===== src/design/dsbq_pkg.sv =====
// dsbq_pkg: shared types, microcode program and coefficient constants
`default_nettype none

package dsbq_pkg;

  // fixed formats of the internal values
  localparam int INT_W = 32;
  localparam int INT_FRAC = 16;
  localparam int MASTER_FRAC = 24;
  localparam int MASTER_W = 26;

  // defaults for the top level parameters
  localparam int SAMPLE_WIDTH_DEF = 16;
  localparam int COEF_FRAC_DEF = 16;

  // program counter
  localparam int PC_W = 5;

  // register addresses
  localparam logic REG_MODE = 1'b0;

  // coefficient indexes
  localparam logic [3:0] CI_B0  = 4'd0;
  localparam logic [3:0] CI_B1  = 4'd1;
  localparam logic [3:0] CI_B2  = 4'd2;
  localparam logic [3:0] CI_A1  = 4'd3;
  localparam logic [3:0] CI_A2  = 4'd4;
  localparam logic [3:0] CI_L0  = 4'd5;
  localparam logic [3:0] CI_L1  = 4'd6;
  localparam logic [3:0] CI_L2  = 4'd7;
  localparam logic [3:0] CI_LA1 = 4'd8;
  localparam logic [3:0] CI_LA2 = 4'd9;
  localparam logic [3:0] CI_G   = 4'd10;

  // control word fields
  typedef enum logic [1:0] {
    OP_X    = 2'd0,
    OP_BAND = 2'd1,
    OP_LIM  = 2'd2
  } op_sel_t;

  typedef enum logic [1:0] {
    ACC_HOLD = 2'd0,
    ACC_LOAD = 2'd1,
    ACC_ADD  = 2'd2,
    ACC_SUB  = 2'd3
  } acc_op_t;

  typedef enum logic [2:0] {
    BASE_ZERO = 3'd0,
    BASE_D0   = 3'd1,
    BASE_D1   = 3'd2,
    BASE_D2   = 3'd3,
    BASE_D3   = 3'd4
  } base_sel_t;

  typedef enum logic [1:0] {
    SHF_SMP = 2'd0,
    SHF_INT = 2'd1,
    SHF_OUT = 2'd2
  } shift_sel_t;

  typedef enum logic [2:0] {
    DST_NONE = 3'd0,
    DST_BAND = 3'd1,
    DST_LIM  = 3'd2,
    DST_D0   = 3'd3,
    DST_D1   = 3'd4,
    DST_D2   = 3'd5,
    DST_D3   = 3'd6,
    DST_OUT  = 3'd7
  } dst_t;

  typedef enum logic [1:0] {
    JMP_NEXT     = 2'd0,
    JMP_WAIT_IN  = 2'd1,
    JMP_WAIT_OUT = 2'd2,
    JMP_RESTART  = 2'd3
  } jmp_t;

  typedef struct packed {
    op_sel_t    op;
    logic [3:0] coef_idx;
    acc_op_t    acc;
    base_sel_t  base;
    shift_sel_t shf;
    dst_t       dst;
    jmp_t       jmp;
  } ctrl_t;

  // sequencer to datapath command
  typedef struct packed {
    ctrl_t word;
    logic  idle;
    logic  take_in;
    logic  put_out;
  } seq_cmd_t;

  // microcode program: step 0 waits for a sample, steps 1 to 16 run the cascade
  function automatic ctrl_t ucode(input logic [PC_W-1:0] pc);
    ctrl_t w;
    w = '{OP_X, CI_B0, ACC_HOLD, BASE_ZERO, SHF_INT, DST_NONE, JMP_NEXT};
    case (pc)
      5'd0: begin
        w.jmp = JMP_WAIT_IN;
      end
      5'd1: begin
        w.op = OP_X; w.coef_idx = CI_B0;
      end
      5'd2: begin
        w.op = OP_X; w.coef_idx = CI_B1;
        w.acc = ACC_LOAD; w.base = BASE_D0; w.shf = SHF_SMP;
      end
      5'd3: begin
        w.dst = DST_BAND;
        w.acc = ACC_LOAD; w.base = BASE_D1; w.shf = SHF_SMP;
      end
      5'd4: begin
        w.op = OP_BAND; w.coef_idx = CI_A1;
      end
      5'd5: begin
        w.acc = ACC_SUB; w.shf = SHF_INT;
      end
      5'd6: begin
        w.dst = DST_D0;
        w.op = OP_X; w.coef_idx = CI_B2;
      end
      5'd7: begin
        w.op = OP_BAND; w.coef_idx = CI_A2;
        w.acc = ACC_LOAD; w.base = BASE_ZERO; w.shf = SHF_SMP;
      end
      5'd8: begin
        w.op = OP_BAND; w.coef_idx = CI_L0;
        w.acc = ACC_SUB; w.shf = SHF_INT;
      end
      5'd9: begin
        w.dst = DST_D1;
        w.op = OP_BAND; w.coef_idx = CI_L1;
        w.acc = ACC_LOAD; w.base = BASE_D2; w.shf = SHF_INT;
      end
      5'd10: begin
        w.dst = DST_LIM;
        w.acc = ACC_LOAD; w.base = BASE_D3; w.shf = SHF_INT;
      end
      5'd11: begin
        w.op = OP_LIM; w.coef_idx = CI_LA1;
      end
      5'd12: begin
        w.op = OP_BAND; w.coef_idx = CI_L2;
        w.acc = ACC_SUB; w.shf = SHF_INT;
      end
      5'd13: begin
        w.dst = DST_D2;
        w.op = OP_LIM; w.coef_idx = CI_LA2;
        w.acc = ACC_LOAD; w.base = BASE_ZERO; w.shf = SHF_INT;
      end
      5'd14: begin
        w.op = OP_LIM; w.coef_idx = CI_G;
        w.acc = ACC_SUB; w.shf = SHF_INT;
      end
      5'd15: begin
        w.dst = DST_D3;
        w.acc = ACC_LOAD; w.base = BASE_ZERO; w.shf = SHF_OUT;
      end
      5'd16: begin
        w.dst = DST_OUT;
        w.jmp = JMP_WAIT_OUT;
      end
      default: begin
        w.jmp = JMP_RESTART;
      end
    endcase
    return w;
  endfunction

  // coefficients with 24 fraction bits, set 0 reference, set 1 hybrid
  function automatic logic signed [MASTER_W-1:0] coef_master(input logic sel,
                                                             input logic [3:0] idx);
    logic signed [MASTER_W-1:0] c;
    case ({sel, idx})
      5'h00: c = 26'sd24461592;
      5'h01: c = -26'sd9341267;
      5'h02: c = 26'sd4830443;
      5'h03: c = 26'sd294125;
      5'h04: c = 26'sd2879427;
      5'h05: c = 26'sd9968874;
      5'h06: c = 26'sd16770055;
      5'h07: c = 26'sd7239623;
      5'h08: c = 26'sd12615240;
      5'h09: c = 26'sd4586096;
      5'h0a: c = 26'sd14763950;
      5'h10: c = 26'sd21998149;
      5'h11: c = -26'sd5335177;
      5'h12: c = 26'sd4003445;
      5'h13: c = 26'sd1000144;
      5'h14: c = 26'sd2889056;
      5'h15: c = 26'sd14313279;
      5'h16: c = 26'sd22696777;
      5'h17: c = 26'sd9416472;
      5'h18: c = 26'sd21579987;
      5'h19: c = 26'sd8069325;
      5'h1a: c = 26'sd14092861;
      default: c = '0;
    endcase
    return c;
  endfunction

  // round half up to fewer fraction bits, used on constants only
  function automatic logic signed [MASTER_W-1:0] coef_round(
      input logic signed [MASTER_W-1:0] m, input int sh);
    logic signed [MASTER_W-1:0] half;
    half = '0;
    if (sh == 0) begin
      return m;
    end
    half = MASTER_W'(1) <<< (sh - 1);
    return (m + half) >>> sh;
  endfunction

endpackage

`default_nettype wire


===== src/design/dsbq_sequencer.sv =====
// dsbq_sequencer: step counter, microcode table and jump logic
`default_nettype none

module dsbq_sequencer
  import dsbq_pkg::*;
(
  input  wire logic     clk,
  input  wire logic     rst,
  input  wire logic     in_valid,
  input  wire logic     out_free,
  output seq_cmd_t      cmd
);

  logic [PC_W-1:0] pc;
  logic [PC_W-1:0] pc_next;
  ctrl_t           word;

  // fetch the control word of this step
  assign word = ucode(pc);

  // next step
  always_comb begin
    pc_next = pc;
    case (word.jmp)
      JMP_NEXT: begin
        pc_next = PC_W'(pc + 1'b1);
      end
      JMP_WAIT_IN: begin
        if (in_valid) begin
          pc_next = PC_W'(pc + 1'b1);
        end
      end
      JMP_WAIT_OUT: begin
        if (out_free) begin
          pc_next = '0;
        end
      end
      JMP_RESTART: begin
        pc_next = '0;
      end
      default: begin
        pc_next = '0;
      end
    endcase
  end

  always_ff @(posedge clk) begin
    if (rst) begin
      pc <= '0;
    end else begin
      pc <= pc_next;
    end
  end

  // gate the output write of the word into put_out, which waits for a free output register
  always_comb begin
    cmd.word    = word;
    cmd.idle    = (word.jmp == JMP_WAIT_IN);
    cmd.take_in = (word.jmp == JMP_WAIT_IN) && in_valid;
    cmd.put_out = (word.dst == DST_OUT) && out_free;
    if (word.dst == DST_OUT) begin
      cmd.word.dst = DST_NONE;
    end
  end

endmodule

`default_nettype wire


===== src/design/dsbq_datapath.sv =====
// dsbq_datapath: shared multiplier, accumulator, delay registers and output register
`default_nettype none

module dsbq_datapath
  import dsbq_pkg::*;
#(
  parameter int SAMPLE_WIDTH = SAMPLE_WIDTH_DEF,
  parameter int COEF_FRAC_BITS = COEF_FRAC_DEF
) (
  input  wire logic                           clk,
  input  wire logic                           rst,
  input  wire logic                           mode,
  input  wire seq_cmd_t                       cmd,
  input  wire logic signed [SAMPLE_WIDTH-1:0] sample_in,
  input  wire logic                           end_of_block,
  input  wire logic                           out_ready,
  output logic                                out_valid,
  output logic                                out_free,
  output logic signed [SAMPLE_WIDTH-1:0]      sample_out,
  output logic                                end_of_block_out
);

  localparam int CW = COEF_FRAC_BITS + 2;
  localparam int PW = CW + INT_W;
  localparam int ACC_W = PW + 2;
  localparam int CSH = MASTER_FRAC - COEF_FRAC_BITS;
  localparam int SH_SMP = COEF_FRAC_BITS + SAMPLE_WIDTH - 1 - INT_FRAC;
  localparam int SH_INT = COEF_FRAC_BITS;
  localparam int SH_OUT = INT_FRAC + COEF_FRAC_BITS - (SAMPLE_WIDTH - 1);

  localparam logic signed [ACC_W-1:0] HALF_SMP = ACC_W'(1) <<< (SH_SMP - 1);
  localparam logic signed [ACC_W-1:0] HALF_INT = ACC_W'(1) <<< (SH_INT - 1);
  localparam logic signed [ACC_W-1:0] HALF_OUT = ACC_W'(1) <<< (SH_OUT - 1);
  localparam logic signed [ACC_W-1:0] INT_MAX = ACC_W'({1'b0, {(INT_W-1){1'b1}}});
  localparam logic signed [ACC_W-1:0] INT_MIN = ~INT_MAX;
  localparam logic signed [ACC_W-1:0] OUT_MAX =
    ACC_W'({1'b0, {(SAMPLE_WIDTH-1){1'b1}}});
  localparam logic signed [ACC_W-1:0] OUT_MIN = ~OUT_MAX;

  // constant coefficient table, rounded to the configured fraction bits
  logic signed [CW-1:0] coef_rom [32];

  for (genvar m = 0; m < 2; m++) begin : g_set
    for (genvar k = 0; k < 16; k++) begin : g_coef
      assign coef_rom[m*16+k] = CW'(coef_round(coef_master(1'(m), 4'(k)), CSH));
    end
  end

  logic signed [INT_W-1:0]        x_r;
  logic                           eob_r;
  logic signed [INT_W-1:0]        band;
  logic signed [INT_W-1:0]        lim;
  logic signed [INT_W-1:0]        dly [4];
  logic signed [PW-1:0]           prod;
  logic signed [ACC_W-1:0]        acc;
  logic signed [ACC_W-1:0]        acc_next;
  logic signed [CW-1:0]           coef_sel;
  logic signed [INT_W-1:0]        op_val;
  logic signed [PW-1:0]           prod_full;
  logic signed [ACC_W-1:0]        prod_ext;
  logic signed [ACC_W-1:0]        term;
  logic signed [ACC_W-1:0]        base_val;
  logic signed [INT_W-1:0]        sat_int;
  logic signed [SAMPLE_WIDTH-1:0] sat_smp;

  // capture the incoming sample
  always_ff @(posedge clk) begin
    if (cmd.take_in) begin
      x_r   <= INT_W'(sample_in);
      eob_r <= end_of_block;
    end
  end

  // operand and coefficient selection
  assign coef_sel = coef_rom[{mode, cmd.word.coef_idx}];

  always_comb begin
    case (cmd.word.op)
      OP_X:    op_val = x_r;
      OP_BAND: op_val = band;
      OP_LIM:  op_val = lim;
      default: op_val = x_r;
    endcase
  end

  // shared multiplier, registered
  assign prod_full = coef_sel * op_val;

  always_ff @(posedge clk) begin
    prod <= prod_full;
  end

  // round the product half up to the target format
  assign prod_ext = ACC_W'(prod);

  always_comb begin
    case (cmd.word.shf)
      SHF_SMP: term = (prod_ext + HALF_SMP) >>> SH_SMP;
      SHF_INT: term = (prod_ext + HALF_INT) >>> SH_INT;
      SHF_OUT: term = (prod_ext + HALF_OUT) >>> SH_OUT;
      default: term = (prod_ext + HALF_INT) >>> SH_INT;
    endcase
  end

  // accumulator start value
  always_comb begin
    case (cmd.word.base)
      BASE_ZERO: base_val = '0;
      BASE_D0:   base_val = ACC_W'(dly[0]);
      BASE_D1:   base_val = ACC_W'(dly[1]);
      BASE_D2:   base_val = ACC_W'(dly[2]);
      BASE_D3:   base_val = ACC_W'(dly[3]);
      default:   base_val = '0;
    endcase
  end

  // accumulator
  always_comb begin
    case (cmd.word.acc)
      ACC_HOLD: acc_next = acc;
      ACC_LOAD: acc_next = base_val + term;
      ACC_ADD:  acc_next = acc + term;
      ACC_SUB:  acc_next = acc - term;
      default:  acc_next = acc;
    endcase
  end

  always_ff @(posedge clk) begin
    acc <= acc_next;
  end

  // saturation to the internal and the sample range
  always_comb begin
    if (acc > INT_MAX) begin
      sat_int = INT_W'(INT_MAX);
    end else if (acc < INT_MIN) begin
      sat_int = INT_W'(INT_MIN);
    end else begin
      sat_int = acc[INT_W-1:0];
    end
    if (acc > OUT_MAX) begin
      sat_smp = SAMPLE_WIDTH'(OUT_MAX);
    end else if (acc < OUT_MIN) begin
      sat_smp = SAMPLE_WIDTH'(OUT_MIN);
    end else begin
      sat_smp = acc[SAMPLE_WIDTH-1:0];
    end
  end

  // intermediate results
  always_ff @(posedge clk) begin
    case (cmd.word.dst)
      DST_BAND: band <= sat_int;
      DST_LIM:  lim <= sat_int;
      default: begin
      end
    endcase
  end

  // filter delays, cleared at reset
  always_ff @(posedge clk) begin
    if (rst) begin
      for (int i = 0; i < 4; i++) begin
        dly[i] <= '0;
      end
    end else begin
      case (cmd.word.dst)
        DST_D0: dly[0] <= sat_int;
        DST_D1: dly[1] <= sat_int;
        DST_D2: dly[2] <= sat_int;
        DST_D3: dly[3] <= sat_int;
        default: begin
        end
      endcase
    end
  end

  // output register
  assign out_free = !out_valid || out_ready;

  always_ff @(posedge clk) begin
    if (rst) begin
      out_valid <= 1'b0;
    end else if (cmd.put_out) begin
      out_valid <= 1'b1;
    end else if (out_ready) begin
      out_valid <= 1'b0;
    end
  end

  always_ff @(posedge clk) begin
    if (cmd.put_out) begin
      sample_out       <= sat_smp;
      end_of_block_out <= eob_r;
    end
  end

endmodule

`default_nettype wire


===== src/design/dual_shelf_biquad_cascade_core.sv =====
// dual_shelf_biquad_cascade_core: top level, register port and filter core
//
//   channel   direction  handshake          payload
//   input     in         in_valid/in_ready  sample_in, end_of_block
//   output    out        out_valid/out_ready sample_out, end_of_block_out
//   config    in         psel/penable/pready paddr, pwdata, prdata (mode_select)
//
// one sample runs through 16 microcode steps from transfer to result, and the steps
// share one multiplier, eleven products in turn
// with the wait step in front, a new sample is taken only once the last one is done
// the next sample can be taken in the cycle in which the result first sits in the output register
// a result not taken holds the sequencer on its last step
// reset is synchronous; it clears the delays, the mode and the sequencer
`default_nettype none

module dual_shelf_biquad_cascade_core
  import dsbq_pkg::*;
#(
  parameter int SAMPLE_WIDTH = SAMPLE_WIDTH_DEF,
  parameter int COEF_FRAC_BITS = COEF_FRAC_DEF
) (
  input  wire logic                           clk,
  input  wire logic                           rst,
  input  wire logic                           psel,
  input  wire logic                           penable,
  input  wire logic                           pwrite,
  input  wire logic [2:0]                     paddr,
  input  wire logic [31:0]                    pwdata,
  output logic [31:0]                         prdata,
  output logic                                pready,
  input  wire logic                           in_valid,
  output logic                                in_ready,
  input  wire logic signed [SAMPLE_WIDTH-1:0] sample_in,
  input  wire logic                           end_of_block,
  output logic                                out_valid,
  input  wire logic                           out_ready,
  output logic signed [SAMPLE_WIDTH-1:0]      sample_out,
  output logic                                end_of_block_out
);

  logic     mode_select;
  logic     out_free;
  seq_cmd_t cmd;

  // register port
  assign pready = 1'b1;

  always_ff @(posedge clk) begin
    if (rst) begin
      mode_select <= 1'b0;
    end else if (psel && penable && pwrite && (paddr[2] == REG_MODE)) begin
      mode_select <= pwdata[0];
    end
  end

  assign prdata = (paddr[2] == REG_MODE) ? {31'b0, mode_select} : '0;

  // control
  dsbq_sequencer u_seq (
    .clk      (clk),
    .rst      (rst),
    .in_valid (in_valid),
    .out_free (out_free),
    .cmd      (cmd)
  );

  assign in_ready = cmd.idle;

  // arithmetic
  dsbq_datapath #(
    .SAMPLE_WIDTH   (SAMPLE_WIDTH),
    .COEF_FRAC_BITS (COEF_FRAC_BITS)
  ) u_dp (
    .clk              (clk),
    .rst              (rst),
    .mode             (mode_select),
    .cmd              (cmd),
    .sample_in        (sample_in),
    .end_of_block     (end_of_block),
    .out_ready        (out_ready),
    .out_valid        (out_valid),
    .out_free         (out_free),
    .sample_out       (sample_out),
    .end_of_block_out (end_of_block_out)
  );

endmodule

`default_nettype wire


===== config.mk =====
export PLATFORM = sky130hd
export DESIGN_NAME = dual_shelf_biquad_cascade_core
export DESIGN_NICKNAME = d
export VERILOG_FILES = /design/src/design/dsbq_pkg.sv /design/src/design/dsbq_sequencer.sv /design/src/design/dsbq_datapath.sv /design/src/design/dual_shelf_biquad_cascade_core.sv
export SDC_FILE = /design/constraint.sdc
export NUM_CORES = 2
export LEC_CHECK = 0
export BUFFER_PORTS_ARGS = -buffer_cell sky130_fd_sc_hd__buf_2
export CAP_MARGIN = 20
export CELL_PAD_IN_SITES_DETAIL_PLACEMENT = 2
export CELL_PAD_IN_SITES_GLOBAL_PLACEMENT = 2
export CORE_UTILIZATION = 34
export CTS_CLUSTER_DIAMETER = 150
export DETAILED_ROUTE_END_ITERATION = 7
export HOLD_SLACK_MARGIN = 0.02
export PLACE_DENSITY_LB_ADDON = 0.1
export SLEW_MARGIN = 15
export SYNTH_ARGS = -nofsm -noshare
export SYNTH_HDL_FRONTEND = slang
export SYNTH_SLANG_ARGS = --single-unit

===== constraint.sdc =====
create_clock -name clk -period 14 [get_ports clk]
set_input_delay 0.7 -clock clk [delete_from_list [all_inputs] [get_ports clk]]
set_output_delay 0.7 -clock clk [all_outputs]
set_load 0.03 [all_outputs]

==> flow_summary.toml <==
[worst_setup_path]
timing.critical_path.to_type = "register"
critical_path.reg2reg.endpoint = "u_dp.prod[46]"
setup.worst_path.end = "u_dp.prod[46]"
critPathBufInv = 5
critPathKind = "reg2reg"
cp_data_arrival_time_ps = 11340
worst-endpoint-required_ps = 14500
critPathTopFamily = "adder cells"
critical_path_cell_count = 30
worstPathMaxFanout = 29
delay_of_the_slowest_critical_path_stage_ps = 800
crit_path_start_kind = "register"
r2r_slack_ps = 3160
critical_path.reg2reg.startpoint = "u_seq.pc[0]"
critPathSlowestCell = "a21o_2"
critical_path_launch_point = "u_seq.pc[0]"
worst_r2r_path_depth = 30

[cts]
clock_sinks = 321
insertion_delay_ps = 610
htree_num_levels = 2
cts_tree = "yes"
post_cts.resized_instances = 0
cts.root.buffer_cell = "clkbuf_16"
cts_buffers = 39
cts_post_setup_buffers_inserted = 0
hold_buffers = 0
cts-root-to-sink-buffers = 3
clkSlewWorstSetupHoldPaths_ps = 80

[drt]
antenna_nets_post_route = 0
wire_per_inst_um = 24.06
drt-vias-per-instance = 5.286
dr_total_vias = 33000
detail_route.first_pass.iterations = 5
wl_um = 150200
drtIter0Drc = 2001
remaining_drc_errors = 0

[final_layout]
multi_input_comb_area_mm2 = 0.02822
nets = 5435
fin_cells = 6244
drive_above_1_share_pct = 6.133
area.sequential_mm2 = 0.009209
fin_util_pct = 37.06
n_fill_cell = 13530
synthToLayoutAreaGrowth_pct = 7.872

[placed_design]
post-dp-hpwl_um = 117500
place.gp.congestion = 0.8423
dp_cells = 6168
placement.io_buffers = 45

[yosys]
synth_top_area_cell = "fa_1"
yosys-top-cells-count = "789 x inv_1, 577 x nand2_1, 554 x fa_1, 501 x nor2_1, 278 x edfxtp_1"
synthesis.yosys.warnings = 0
post-synth-top-area-fraction_pct = 26.84
synth_area_per_cell_um2 = 8.855
netlist_instances = 4667
yosysUniqueCellTypes = 95
ys_async_sr_fraction_pct = 0
ys_dominant_reg_cell = "edfxtp_1"
area_of_the_mapped_netlist_mm2 = 0.04133
ys_seq_elements = 321
post_synth_main_area_contributors = "fa_1 27%, edfxtp_1 20%, inv_1 7.2%"
synth_edf_count = 278
synth_most_common_cell = "inv_1"
synth_sequential_area_ratio_pct = 22.28

[die]
coreArea_mm2 = 0.1203
fp.dieArea_mm2 = 0.1229
die-width_um = 350.6
floorplan.initialDensity_pct = 34.36
rows = 127
num_io_pins = 111
die_h_um = 350.6

[sta]
rsz0062_at_grt = "no"
finalHoldViolations = 0
timing.fmax_ghz = 0.09225
worst_slew_margin_rel_pct = 16.75
min_period_over_period_pct = 77.43
timing.final.setup_violations = 0
finalWorstPathRequiredPeriod_ps = 10840
final_setup_tns_ps = 0
tightest_slew_ps = 1249
fin_worst_skew_ps = 40.45
final_number_of_max_transition_violations = 0

[run_status]
run_status = "completed"

[grt]
global_route.usage.total_pct = 24.74
grt_remaining_overflow = 0
grt_pass1_vias = 36760
antenna_found_initial = 2
grt_pass1_wl_um = 228700
largest_net_degree_at_the_start_of_global_routing = 59

[min_path]
worst_hold_path_depth = 1
hp-class = "in2reg"

[flow_run]
timing.max_cap.violations = 0
==> sequential cells by signal, indices dropped and copies added, names as in the netlist <==
signal and flops:
u_dp.x_r 16, u_dp.prod 36, u_dp.band 32, u_dp.out_valid 1, u_seq.pc 5, mode_select 1
u_dp.eob_r 1, u_dp.acc 52, u_dp.dly 128, u_dp.end_of_block_out 1, u_dp.lim 32, u_dp.sample_out 16
==> stage by stage <==
step | area, um2 | hold WS (ps) | setup slack [ps]
after detailed placement | 43240 | 446.9 | 3145
after floorplan | 41440 | 400.3 | 4786
after global placement | 43240 | 410.2 | 3355
final | 44580 | 272.4 | 3160
after CTS | 44540 | 238.8 | 3148
after global routing | 44580 | 248.5 | 2523
==> cell type report <==
cell class	count	share of cell area [%]
Inverter	793	6.677
Clock inverter	25	0.5276
Tap cell	1612	4.524
Timing Repair Buffer	126	1.906
Sequential cell	321	20.66
Antenna cell	1	0.005613
Multi-Input combinational cell	3319	63.31
Clock buffer	47	2.397
==> routing by layer <==
metal / GRT usage, % / wire length, um / vias to the layer above / part of all wire, %
li1: - / - / 14990 / -
met1: 33.73 / 69940 / 17360 / 47
met2: 41.77 / 71710 / 482 / 48
met3: 2.057 / 4033 / 167 / 2.7
met4: 7.094 / 4519 / 0 / 3.0
met5: 0 / 0 / - / 0
==> worst register-to-register path, delay by kind of cell (launching register included) <==
family	cells	cell delay, ps
adders and majority gates	9	3980
DFF	1	340
muxes	1	120
and+or+nand+nor	4	1350
AOI/OAI and AO/OA	10	3750
xor gates and xnor gates	1	160
buffers and inverters	5	1050
==> kinds of logic (layout without fill, tap and decap cells) <==
kind of cell             after synthesis  in the layout  share of synthesized area, %
AND/OR/NAND/NOR                     1510           1510                         16.58
buffers and inverters               1057            991                         10.08
adder cells (fa/ha/maj)              776            776                         33.56
AO/OA/AOI/OAI                        761            761                         12.33
flip-flops                           321            321                         22.28
XOR/XNOR                             220            220                         4.662
multiplexers                          20             20                        0.4905
other                                  2             33                       0.01817
==> layout by cell type (no fill, tap or decap), types with 45 or more instances in the layout <==
master | netlist | final
xnor2_1 | 154 | 154
nand4_1 | 64 | 64
ha_1 | 222 | 220
a21o_1 | 75 | 74
buf_2 | 31 | 45
o21ai_0 | 137 | 134
nor3_1 | 62 | 60
a21oi_1 | 205 | 202
edfxtp_1 | 278 | 278
nor2_1 | 501 | 499
xor2_1 | 66 | 66
inv_1 | 789 | 789
and2_1 | 57 | 57
nand3_1 | 60 | 60
buf_4 | 36 | 78
fa_1 | 554 | 554
nand2_1 | 577 | 574
==> worst min-delay path by stage <==
stage                        from               endpoint  slack [ps]
floorplan              u_dp.eob_r  u_dp.end_of_block_out         400
global placement       u_dp.eob_r  u_dp.end_of_block_out         410
detailed placement     u_dp.eob_r  u_dp.end_of_block_out         450
CTS                  end_of_block             u_dp.eob_r         240
global route        sample_in[11]           u_dp.x_r[11]         250
finish              sample_in[11]           u_dp.x_r[11]         270
Power is left out: the tool's default activity adds up to more than one toggle a clock period on the data nets, which glitch-free logic cannot reach.
